### config.mk
export PLATFORM = sky130hd
export DESIGN_NAME = rgb_pixel_colour_transform
export DESIGN_NICKNAME = d
export VERILOG_FILES = /design/src/design/rpct_pkg.sv /design/src/design/rpct_cfg.sv /design/src/design/rpct_scale.sv /design/src/design/rpct_mix.sv /design/src/design/rgb_pixel_colour_transform.sv
export SDC_FILE = /design/constraint.sdc
export NUM_CORES = 1
export LEC_CHECK = 0
export BUFFER_PORTS_ARGS = -buffer_cell sky130_fd_sc_hd__buf_4
export CAP_MARGIN = 30
export CORE_MARGIN = 2
export CORE_UTILIZATION = 40
export DETAILED_ROUTE_END_ITERATION = 16
export GPL_TIMING_DRIVEN = 0
export PLACE_DENSITY = 0.64
export SYNTH_ARGS = -nofsm -noshare
export SYNTH_HDL_FRONTEND = slang
export SYNTH_SLANG_ARGS = --single-unit
### constraint.sdc
create_clock -name clk -period 11.54 [get_ports clk]
set_clock_uncertainty 0.2 [all_clocks]
set_input_delay 2.308 -clock clk [delete_from_list [all_inputs] [get_ports clk]]
set_output_delay 2.308 -clock clk [all_outputs]
set_load 0.05 [all_outputs]
### src/design/rpct_pkg.sv
// Shared types, constants and a helper function for the RGB pixel colour transform.
// Used by every module of the block; depends on nothing else.
package rpct_pkg;

    // Component and pixel widths
    localparam int COMP_W     = 8;
    localparam int PIX_W      = 3 * COMP_W;
    localparam int BRIGHT_W   = 10;
    localparam int MONO_W     = 3;
    localparam int CFG_IDX_W  = 2;
    localparam int CFG_DATA_W = 10;

    localparam logic [COMP_W-1:0] COMP_MAX = 8'hff;

    // Brightness scale factor: ceil(percent * 2^SCALE_FRAC / 100)
    localparam int SCALE_FRAC = 15;
    localparam int SCALE_W    = 19;
    localparam int PROD_W     = COMP_W + SCALE_W;
    localparam int QUO_W      = PROD_W - SCALE_FRAC;

    // Percent split into percent / 25 and percent % 25
    localparam logic [10:0] DIV25_MUL   = 11'd1311;
    localparam int          DIV25_SHIFT = 15;
    localparam int          DIV25_Q_W   = 6;
    localparam int          DIV25_R_W   = 5;
    localparam logic [9:0]  DIV25       = 10'd25;
    localparam int          FRAC_W      = 13;

    // Grey average by three
    localparam logic [9:0] DIV3_MUL   = 10'd683;
    localparam int         DIV3_SHIFT = 11;

    // Mono select codes
    localparam logic [MONO_W-1:0] MONO_OFF     = 3'd0;
    localparam logic [MONO_W-1:0] MONO_REFUSED = 3'd7;
    localparam int MONO_BLUE  = 0;
    localparam int MONO_GREEN = 1;
    localparam int MONO_RED   = 2;

    // Configuration register indexes
    typedef enum logic [CFG_IDX_W-1:0] {
        REG_INVERT = 2'd0,
        REG_BRIGHT = 2'd1,
        REG_MONO   = 2'd2,
        REG_GREY   = 2'd3
    } cfg_reg_t;

    // Pixel as carried on tdata: blue lowest, red highest
    typedef struct packed {
        logic [COMP_W-1:0] red;
        logic [COMP_W-1:0] green;
        logic [COMP_W-1:0] blue;
    } pixel_t;

    // Decoded settings handed to the data path
    typedef struct packed {
        logic               invert;
        logic               bright_en;
        logic [SCALE_W-1:0] scale;
        logic [MONO_W-1:0]  mono;
        logic               two;
        logic               grey;
    } cfg_t;

    // ceil(r * 8192 / 25) for r below 25
    function automatic logic [FRAC_W-1:0] scale_frac(input logic [DIV25_R_W-1:0] r);
        logic [FRAC_W-1:0] f;
        case (r)
            5'd0:    f = 13'd0;
            5'd1:    f = 13'd328;
            5'd2:    f = 13'd656;
            5'd3:    f = 13'd984;
            5'd4:    f = 13'd1311;
            5'd5:    f = 13'd1639;
            5'd6:    f = 13'd1967;
            5'd7:    f = 13'd2294;
            5'd8:    f = 13'd2622;
            5'd9:    f = 13'd2950;
            5'd10:   f = 13'd3277;
            5'd11:   f = 13'd3605;
            5'd12:   f = 13'd3933;
            5'd13:   f = 13'd4260;
            5'd14:   f = 13'd4588;
            5'd15:   f = 13'd4916;
            5'd16:   f = 13'd5243;
            5'd17:   f = 13'd5571;
            5'd18:   f = 13'd5899;
            5'd19:   f = 13'd6226;
            5'd20:   f = 13'd6554;
            5'd21:   f = 13'd6882;
            5'd22:   f = 13'd7209;
            5'd23:   f = 13'd7537;
            5'd24:   f = 13'd7865;
            default: f = 13'd0;
        endcase
        return f;
    endfunction

endpackage

### src/design/rpct_cfg.sv
// Configuration registers of the pixel colour transform, with the brightness
// scale factor worked out at write time. Depends on rpct_pkg.
module rpct_cfg
(
    input  logic                            clk,
    input  logic                            rst_n,
    input  logic                            cfg_we,
    input  logic [rpct_pkg::CFG_IDX_W-1:0]  cfg_index,
    input  logic [rpct_pkg::CFG_DATA_W-1:0] cfg_wdata,
    output rpct_pkg::cfg_t                  cfg
);
    import rpct_pkg::*;

    logic               invert_reg;
    logic               bright_en_reg;
    logic [SCALE_W-1:0] scale_reg;
    logic [MONO_W-1:0]  mono_reg;
    logic               two_reg;
    logic               grey_reg;

    logic [20:0]            div25_prod;
    logic [DIV25_Q_W-1:0]   pct_q;
    logic [9:0]             pct_q25;
    logic [9:0]             pct_r_wide;
    logic [SCALE_W-1:0]     scale_next;
    logic [MONO_W-1:0]      mono_wr;
    logic                   two_next;

    // Split percent into 25ths and build ceil(percent * 2^15 / 100)
    always_comb
    begin
        div25_prod = 21'(cfg_wdata) * 21'(DIV25_MUL);
        pct_q      = div25_prod[DIV25_SHIFT +: DIV25_Q_W];
        pct_q25    = 10'({4'd0, pct_q} * DIV25);
        pct_r_wide = cfg_wdata - pct_q25;
        scale_next = {pct_q, {FRAC_W{1'b0}}}
                     + SCALE_W'(scale_frac(pct_r_wide[DIV25_R_W-1:0]));
        mono_wr    = cfg_wdata[MONO_W-1:0];
        two_next   = (mono_wr & (mono_wr - 3'd1)) != MONO_OFF;
    end

    // Register writes; drop a mono write of the refused code
    always_ff @(posedge clk or negedge rst_n)
    begin
        if (!rst_n)
        begin
            invert_reg    <= 1'b0;
            bright_en_reg <= 1'b0;
            scale_reg     <= '0;
            mono_reg      <= MONO_OFF;
            two_reg       <= 1'b0;
            grey_reg      <= 1'b0;
        end
        else if (cfg_we)
        begin
            case (cfg_reg_t'(cfg_index))
                REG_INVERT:
                begin
                    invert_reg <= cfg_wdata[0];
                end
                REG_BRIGHT:
                begin
                    bright_en_reg <= cfg_wdata != '0;
                    scale_reg     <= scale_next;
                end
                REG_MONO:
                begin
                    if (mono_wr != MONO_REFUSED)
                    begin
                        mono_reg <= mono_wr;
                        two_reg  <= two_next;
                    end
                end
                REG_GREY:
                begin
                    grey_reg <= cfg_wdata[0];
                end
                default:
                begin
                    invert_reg <= invert_reg;
                end
            endcase
        end
    end

    assign cfg.invert    = invert_reg;
    assign cfg.bright_en = bright_en_reg;
    assign cfg.scale     = scale_reg;
    assign cfg.mono      = mono_reg;
    assign cfg.two       = two_reg;
    assign cfg.grey      = grey_reg;

endmodule

### src/design/rpct_scale.sv
// Invert and brightness stage: one multiplier per component and a clip at 255,
// closed by a stage register. Depends on rpct_pkg.
module rpct_scale
(
    input  logic             clk,
    input  logic             load,
    input  rpct_pkg::pixel_t pix_in,
    input  rpct_pkg::cfg_t   cfg,
    output rpct_pkg::pixel_t pix_out
);
    import rpct_pkg::*;

    logic [2:0][COMP_W-1:0] comp_in;
    logic [2:0][COMP_W-1:0] inv_c;
    logic [2:0][PROD_W-1:0] prod;
    logic [2:0][QUO_W-1:0]  quo;
    logic [2:0][COMP_W-1:0] comp_next;
    pixel_t                 pix_reg;
    pixel_t                 pix_next;

    assign comp_in = pix_in;

    // Invert, scale by percent / 100 and clip each component
    always_comb
    begin
        for (int i = 0; i < 3; i++)
        begin
            inv_c[i] = comp_in[i] ^ {COMP_W{cfg.invert}};
            prod[i]  = PROD_W'(inv_c[i]) * PROD_W'(cfg.scale);
            quo[i]   = prod[i][PROD_W-1:SCALE_FRAC];
            if (!cfg.bright_en)
            begin
                comp_next[i] = inv_c[i];
            end
            else if (quo[i] > QUO_W'(COMP_MAX))
            begin
                comp_next[i] = COMP_MAX;
            end
            else
            begin
                comp_next[i] = quo[i][COMP_W-1:0];
            end
        end
        pix_next = comp_next;
    end

    // Hold the stage result
    always_ff @(posedge clk)
    begin
        if (load)
        begin
            pix_reg <= pix_next;
        end
    end

    assign pix_out = pix_reg;

endmodule

### src/design/rpct_mix.sv
// Mono and grey stage: component select, pair average and normalized grey,
// closed by the result register. Depends on rpct_pkg.
module rpct_mix
(
    input  logic             clk,
    input  logic             load,
    input  rpct_pkg::pixel_t pix_in,
    input  rpct_pkg::cfg_t   cfg,
    output rpct_pkg::pixel_t pix_out
);
    import rpct_pkg::*;

    logic [2:0][COMP_W-1:0] comp_in;
    logic [2:0][COMP_W-1:0] kept;
    logic [2:0][COMP_W-1:0] mono_c;
    logic [2:0][COMP_W-1:0] comp_next;
    logic                   mono_on;
    logic [9:0]             kept_sum;
    logic [COMP_W-1:0]      pair_avg;
    logic [9:0]             grey_sum;
    logic [18:0]            div3_prod;
    logic [COMP_W-1:0]      grey_val;
    pixel_t                 pix_reg;
    pixel_t                 pix_next;

    assign comp_in = pix_in;

    always_comb
    begin
        mono_on = cfg.mono != MONO_OFF;

        // Zero the components that mono drops
        for (int i = 0; i < 3; i++)
        begin
            kept[i] = (!mono_on || cfg.mono[i]) ? comp_in[i] : '0;
        end

        // Two kept components both take half their sum
        kept_sum = {2'b00, kept[MONO_BLUE]} + {2'b00, kept[MONO_GREEN]}
                   + {2'b00, kept[MONO_RED]};
        pair_avg = kept_sum[COMP_W:1];
        for (int i = 0; i < 3; i++)
        begin
            if (cfg.two)
            begin
                mono_c[i] = cfg.mono[i] ? pair_avg : '0;
            end
            else
            begin
                mono_c[i] = kept[i];
            end
        end

        // Grey: sum over the components still in play
        grey_sum  = {2'b00, mono_c[MONO_BLUE]} + {2'b00, mono_c[MONO_GREEN]}
                    + {2'b00, mono_c[MONO_RED]};
        div3_prod = 19'(grey_sum) * 19'(DIV3_MUL);
        if (!mono_on)
        begin
            grey_val = div3_prod[DIV3_SHIFT +: COMP_W];
        end
        else if (cfg.two)
        begin
            grey_val = grey_sum[COMP_W:1];
        end
        else
        begin
            grey_val = grey_sum[COMP_W-1:0];
        end

        for (int i = 0; i < 3; i++)
        begin
            comp_next[i] = cfg.grey ? grey_val : mono_c[i];
        end
        pix_next = comp_next;
    end

    // Hold the result beat
    always_ff @(posedge clk)
    begin
        if (load)
        begin
            pix_reg <= pix_next;
        end
    end

    assign pix_out = pix_reg;

endmodule

### src/design/rgb_pixel_colour_transform.sv
// Top level of the RGB pixel colour transform: input register, the two work
// stages and the beat flow control. Depends on rpct_pkg, rpct_cfg, rpct_scale, rpct_mix.
//
// The block takes one 24-bit pixel per clock and returns each transformed pixel
// through three registers (input register, scale register, result register). Its
// throughput is one pixel every cycle while the output side takes beats; the
// three stage registers advance independently, so a bubble is filled as soon
// as the stage ahead is free and up to three pixels are in flight. Invert,
// brightness (percent, clipped at 255), mono select and grey run in that
// order. Settings written on the configuration port take effect on the next
// cycle and apply to pixels accepted after the write; write them only while no
// pixel is in flight. A mono write of seven is ignored.
module rgb_pixel_colour_transform
(
    input  logic                            clk,
    input  logic                            rst_n,
    // slave side
    input  logic                            s_axis_tvalid,
    output logic                            s_axis_tready,
    input  logic [rpct_pkg::PIX_W-1:0]      s_axis_tdata,   // blue_in, green_in, red_in
    // master side
    output logic                            m_axis_tvalid,
    input  logic                            m_axis_tready,
    output logic [rpct_pkg::PIX_W-1:0]      m_axis_tdata,   // blue_out, green_out, red_out
    // configuration write port
    input  logic                            cfg_we,
    input  logic [rpct_pkg::CFG_IDX_W-1:0]  cfg_index,
    input  logic [rpct_pkg::CFG_DATA_W-1:0] cfg_wdata
);
    import rpct_pkg::*;

    cfg_t   cfg;
    pixel_t pix_in_reg;
    pixel_t pix_scaled;
    pixel_t pix_result;
    logic   in_valid_reg;
    logic   mid_valid_reg;
    logic   out_valid_reg;
    logic   in_ready;
    logic   mid_ready;
    logic   out_ready;

    // Stage moves when it is empty or the stage ahead moves
    assign out_ready = !out_valid_reg || m_axis_tready;
    assign mid_ready = !mid_valid_reg || out_ready;
    assign in_ready  = !in_valid_reg || mid_ready;

    assign s_axis_tready = in_ready;
    assign m_axis_tvalid = out_valid_reg;
    assign m_axis_tdata  = pix_result;

    // Advance the valid bits
    always_ff @(posedge clk or negedge rst_n)
    begin
        if (!rst_n)
        begin
            in_valid_reg  <= 1'b0;
            mid_valid_reg <= 1'b0;
            out_valid_reg <= 1'b0;
        end
        else
        begin
            if (in_ready)
            begin
                in_valid_reg <= s_axis_tvalid;
            end
            if (mid_ready)
            begin
                mid_valid_reg <= in_valid_reg;
            end
            if (out_ready)
            begin
                out_valid_reg <= mid_valid_reg;
            end
        end
    end

    // Capture the incoming beat
    always_ff @(posedge clk)
    begin
        if (s_axis_tvalid && in_ready)
        begin
            pix_in_reg <= s_axis_tdata;
        end
    end

    rpct_cfg u_cfg
    (
        .clk       (clk),
        .rst_n     (rst_n),
        .cfg_we    (cfg_we),
        .cfg_index (cfg_index),
        .cfg_wdata (cfg_wdata),
        .cfg       (cfg)
    );

    rpct_scale u_scale
    (
        .clk     (clk),
        .load    (in_valid_reg && mid_ready),
        .pix_in  (pix_in_reg),
        .cfg     (cfg),
        .pix_out (pix_scaled)
    );

    rpct_mix u_mix
    (
        .clk     (clk),
        .load    (mid_valid_reg && out_ready),
        .pix_in  (pix_scaled),
        .cfg     (cfg),
        .pix_out (pix_result)
    );

endmodule

## Word level (Yosys, flattened, before mapping)

Memory sizes are Yosys's and may differ from the RTL's.
Index checks and enable logic that the tools add are counted.

- Memories: 1
- Bits in registers: 101
- Word-level logic and storage cells: 84
- Memory bits (read-only): 416
- Input bits: 41
- Output and inout bits: 26

- Reductions and logical operators: 21
- Eq/ne operators: 4
- Mux-type cells: 20
- Bitwise operators: 4
- Add/subtract/negate cells: 7
- Multipliers: 6
- Magnitude comparators: 3

Memories:

| memory | words | width | read ports | clocked after Yosys merged registers in | wr ports | line | text |
|---|---|---|---|---|---|---|---|
| (no name shown) | 32 | 13 | 1 | 0 | 0 | rpct_pkg.sv:68 | `case (r)` |

Operator list:

| operator | count |
|---|---|
| 2-to-1 mux 8 bit | 20 |
| multiplier 8 x 19 -> 27 bit | 3 |
| > comparator 12 x 8 -> 1 bit, second input constant | 3 |
| XOR 8 bit | 3 |
| multiplier 10 x 11 -> 21 bit, second input constant | 1 |
| adder 19 x 13 -> 19 bit | 1 |
| multiplier 10 x 10 -> 19 bit, second input constant | 1 |
| adder 8 x 8 -> 9 bit | 2 |
| adder 10 x 8 -> 10 bit | 1 |
| nonzero test 10 bit | 1 |
| adder 9 x 8 -> 9 bit | 1 |
| logical OR 1 bit | 6 |
| multiplier 6 x 5 -> 5 bit, second input constant | 1 |
| AND reduction 2 bit | 3 |
| nonzero test 3 bit | 2 |
| subtractor 5 bit | 1 |
| == test 2 bit, second input constant | 2 |
| zero test 1 bit | 4 |
| bitwise AND 3 bit | 1 |
| logical AND 1 bit | 3 |
| != test 3 bit, second input constant | 1 |
| AND reduction 3 bit | 1 |
| subtractor 3 x 1 -> 3 bit, second input constant | 1 |
| == test 2 x 1 -> 1 bit, second input constant | 1 |
| zero test 2 bit | 1 |

## Logic depth before layout (Yosys ltp)

- Depth in word-level cells: 13
- Depth in mapped cells: 44
- Depth with buffers taken out: 43

## Hierarchy

A second synthesis with hierarchy kept.

- Cell total of the unflattened synthesis: 2,555
- Area, all modules: 23,882.9 µm²

By module, submodules not included:

| module | cells an instance | instances | area each (µm²) |
|---|---|---|---|
| rpct_scale | 1,625 | 1 | 14,705.4 |
| rpct_mix | 474 | 1 | 4,334.2 |
| rpct_cfg | 420 | 1 | 3,977.6 |
| rgb_pixel_colour_transform | 36 | 1 | 865.8 |

## Worst setup path before layout

Ideal clock, no wire load.

- Kind: input to register
- Start point: input port cfg_wdata[7] in the netlist's numbering
- End point: register u_cfg.scale_reg[11]
- Data required time: 11.254 ns
- Setup slack: 1.963 ns
- Stages on the path: 31
- Path buffers: 1
- Arrival: 9.291 ns
- Path through: fa_1 -> fa_1 -> inv_1 -> fa_1 -> inv_1 -> fa_1 -> inv_1 -> fa_1 -> inv_1 -> ha_1 -> a21oi_1 -> o221ai_1 -> a21o_1 -> nor2_1 -> o21ai_0 -> xnor2_1 -> inv_1 -> ha_1 -> ha_1 -> inv_1 -> fa_1 -> a21o_1 -> a21oi_2 -> xnor2_1 -> or4_4 -> a211o_1 -> a21o_1 -> and2_4 -> buf_6 -> maj3_2 -> o221ai_2

- Word-level cells in the longest chain between the ends: 5

Ends and longest elaborated chain:

| element | line | text |
|---|---|---|
| start: declaration | rgb_pixel_colour_transform.sv:28 | `input logic [rpct_pkg::CFG_DATA_W-1:0] cfg_wdata` |
| multiplier 10 x 11 -> 21 bit | rpct_cfg.sv:32 | `div25_prod = 21'(cfg_wdata) * 21'(DIV25_MUL);` |
| net u_cfg.div25_prod[15] | rpct_cfg.sv:21 | `logic [20:0] div25_prod;` |
| multiplier 6 x 5 -> 5 bit | rpct_cfg.sv:34 | `pct_q25 = 10'({4'd0, pct_q} * DIV25);` |
| subtractor 5 bit | rpct_cfg.sv:35 | `pct_r_wide = cfg_wdata - pct_q25;` |
| memory (32 x 13 bit) | - |  |
| adder 19 x 13 -> 19 bit | rpct_cfg.sv:37 | `+ SCALE_W'(scale_frac(pct_r_wide[DIV25_R_W-1:0]));` |
| end signal: assignment | rpct_cfg.sv:64 | `scale_reg <= scale_next;` |
| end: declaration | rpct_cfg.sv:16 | `logic [SCALE_W-1:0] scale_reg;` |

The timed path passes the listed nets, and every way through them passes these cells.
A chain may end at the register's enable or synchronous reset.

==> impl_results.md <==
* Run status: complete, no violations
* Period utilization at 0.928
* Core Rows at 87
* Number of CTS-inserted buffers at 9
* Worst R2R Path Depth at 43
* Number of inserted filler cells in the final layout at 5488
* Initial Utilization at 0.403
* Area growth syn-to-layout at 8.34%
* Source-to-sink clock delay at the later pin of the worst-skew pair at approximately 0.4 ns
* Routability Congestion at roughly 0.95
* Net count, final at 3240
* Hold crit path type: reg2reg
* Post-synth net total at 3152
* Arithmetic-cell share of the synthesized area counting full adders, half adders and majority gates at 0.484
* Gates resized, CTS repair at 0
* Startpoint of the worst-slack reg-to-reg timing path: u_cfg.mono_reg[0]$_DFFE_PN0P_
* Worst min-delay path startpoint: in_valid_reg$_DFFE_PN0N_
* CTS tree: built
* Post-route setup TNS at 0 ns
* Part of the Yosys area used for sequential elements at 0.126
* Post-CTS setup repair buffer count at 0
* Post-synthesis mux area share at 0.0109
* Peak Freq at a little over 90 MHz
* Kind of start point of the critical path: flip-flop
* Wire length of the first global-routing pass at 99600 um
* First element of the critical path: u_cfg.mono_reg[0]$_DFFE_PN0P_
* Cell variety after synth at 88
* Count of boundary I/O pins at 67
* Via count at between 15000 and 20000
* Predominant post-synthesis flop cell: edfxtp_1
* Dominant combinational cell family by area after synthesis: adder cells
* Simple-gate area share of the yosys netlist at 0.162
* Core ar. at 56200 um^2
* Setup-violating endpoint count in the final report at 0
* Vert. Die Dim at 242 um
* Slew of the pin with the lowest slew margin at around 1.2 ns
* Estimated wirelength of the detail-placed design at between 50000 and 60000 um
* DR DRC count at 0
* 1st-iter DRT viols at 1060
* Initial antenna violation count at 2
* Syn avg cell area at between 9 and 10 um^2
* Sort of element at the end of the critical path: flip-flop
* Post-route antenna net violation count at 0
* Router iterations before antenna repair at 5
* Chip Width at roughly 240 um
* Setup repair after global routing missed its margin: false
* CTS sink cnt at 100
* Post-place instance area at 24200 um^2
* Congestion Overflow GR at 0
* Post-synthesis compound-gate area fraction at 0.0922
* Relative slew margins at 0.223
* Worst hold path stage count at 1
* Aggregate global-route resource usage at 0.217
* Area of all placed cells without fillers at 24600 um^2
* Clock input transition at the sequential cells of the worst setup and hold paths at roughly 0.09 ns
* Arrival time reported for the critical path endpoint at 10.66 ns
* Total number of yosys warnings at 0
* Type of the worst setup path: reg2reg
* Pin count of the biggest net entering global routing at 29
* Avg Vias per Cell at about 5.3
* Slowest stage cell, crit path: fa_1
* Total wirelength of the detailed-routed design at 62000 um
* Number of global-route vias before repair at approximately 18000
* Maximum number of buffers from clock root to sink at 2
* H-tree lvl count at 3
* Synth Cell Area at ~23000 um^2
* Number of violations of the max-capacitance limit at 0
* Proportion of layout cells with a drive suffix above 1 at 0.0512
* Synth Register Bits at 100
* DR WL/cell at 18.8 um
* Ys async rst share at 0.280
* Port Buf Inserts at 66
* Cells after synthesis at 2448
* N_diodes at 0
* Root cell of the clock tree: clkbuf_16
* Synthesized-area fraction occupied by xor and xnor cells at 0.0398
* Die area at 58600 um^2
* Final-report max-slew violation count at 0
* Hold violation total from the final report at 0
* Crit-path max FO at 8
* CP max stage delay at about 0.6 ns
* Time the final worst path needs with I/O delays and setup at 10.71 ns
* Worst path required time at between 10 and 15 ns
* Number of enable-type register cells in the synthesized netlist at 72
* Number of hold-repair buffers added at the cts stage at 0
* CP dominant cell by count: ha_1
## metal layers
layer	wire (um)	vias up	global-route usage	part of all wire
met5	26	-	0	0.00042
met4	1970	4	0.0724	0.032
met3	4510	117	0.0441	0.073
met2	29500	594	0.363	0.48
met1	25900	8654	0.280	0.42
li1	-	8038	-	-
## layout make-up
| type | instances | area, um^2 | area share |
|---|---|---|---|
| Clock inverter | 7 | 88.8 | 0.00362 |
| Clock buffer | 9 | 225 | 0.00917 |
| Timing Repair Buffer | 77 | 626 | 0.0255 |
| Tap cell | 756 | 946 | 0.0385 |
| Sequential cell | 100 | 2860 | 0.117 |
| Inverter | 415 | 1560 | 0.0634 |
| Buffer | 89 | 353 | 0.0144 |
| Multi-Input combinational cell | 1844 | 17900 | 0.729 |
## final timing paths
path | to | slack, ns
worst min register to register | mid_valid_reg$_DFFE_PN0P_ | 0.32
worst max-delay path | u_mix.pix_out[14]$_DFFE_PP_ | 0.83
min in group asynchronous | u_cfg.scale_reg[13]$_DFFE_PN0P_ | 1.62
max in group asynchronous | m_axis_tvalid$_DFFE_PN0P_ | 9.22
worst max register to register | u_mix.pix_out[14]$_DFFE_PP_ | 0.83
worst min-delay path | mid_valid_reg$_DFFE_PN0P_ | 0.32
## synth_stat cells (3+ instances only)
| library cell | instances | area (um^2) |
|---|---|---|
| o22ai_1 | 23 | 144 |
| nor3_1 | 11 | 55.1 |
| or2_2 | 3 | 18.8 |
| o21a_1 | 12 | 90.1 |
| fa_1 | 356 | 7130 |
| o31ai_1 | 4 | 30.0 |
| o221ai_1 | 3 | 26.3 |
| and4_1 | 3 | 26.3 |
| a21o_1 | 37 | 278 |
| a31oi_1 | 7 | 43.8 |
| ha_1 | 307 | 3840 |
| nand3b_1 | 6 | 45.0 |
| o21bai_1 | 18 | 135 |
| buf_2 | 3 | 15.0 |
| xor2_1 | 49 | 429 |
| nor4_1 | 4 | 25.0 |
| o22a_1 | 24 | 210 |
| and3_1 | 10 | 62.6 |
| dfrtp_1 | 28 | 701 |
| nor2_1 | 55 | 206 |
| a211oi_1 | 5 | 37.5 |
| or3_1 | 6 | 37.5 |
| o21ai_0 | 35 | 175 |
| nand4_1 | 12 | 75.1 |
| mux2i_1 | 21 | 210 |
| nor3b_1 | 3 | 22.5 |
| inv_1 | 414 | 1550 |
| nor2b_1 | 10 | 62.6 |
| edfxtp_1 | 72 | 2160 |
| and2_1 | 199 | 1240 |
| xnor2_1 | 54 | 473 |
| o211ai_1 | 12 | 90.1 |
| a221oi_1 | 4 | 35.0 |
| clkbuf_1 | 80 | 300 |
| nand2_1 | 367 | 1380 |
| a211o_1 | 6 | 52.6 |
| o21ai_1 | 8 | 40.0 |
| a21oi_1 | 68 | 340 |
| nand3_1 | 25 | 125 |
| nand2b_1 | 19 | 119 |
| buf_1 | 3 | 11.3 |
| a21oi_2 | 5 | 43.8 |
| a221o_1 | 4 | 40.0 |
## worst max-delay path: cells and delay by family, from the launching register on
family	cells	cell delay [ns]
buffers and inverters	5	0.62
adders and majority gates	10	3.77
xor gates and xnor gates	3	0.59
and+or+nand+nor	10	1.69
DFF	1	0.46
AOI/OAI and AO/OA	15	3.11
## logic make-up after synthesis
| family | Yosys count |
|---|---|
| AOI/OAI and AO/OA | 302 |
| xor gates and xnor gates | 103 |
| adders and majority gates | 664 |
| buffers and inverters | 504 |
| DFF | 100 |
| muxes | 24 |
| and+or+nand+nor | 751 |
## per-stage QoR
step / instances / hold WS (ns) / utilization / setup WS, ns
4_1_cts: 3295 / 0.325 / 0.437 / 0.806
3_3_place_gp: 3270 / 0.268 / 0.429 / 0.987
2_1_floorplan: 2448 / 0.249 / - / 1.96
3_5_place_dp: 3279 / 0.306 / 0.431 / 0.847
5_1_grt: 3297 / 0.341 / 0.437 / 0.102
6_report: 3297 / 0.324 / 0.437 / 0.828
## layout by cell type, fill, tap and decap left out, drive strengths merged, types with 49 or more instances in the layout
master	n
a21oi	73
and2	201
buf	86
clkbuf	89
edfxtp	72
fa	356
ha	307
inv	418
nand2	367
nor2	56
xnor2	54
xor2	49
Power is left out: the tool's default activity adds up to more than one toggle a clock period on the data nets, which glitch-free logic cannot reach.
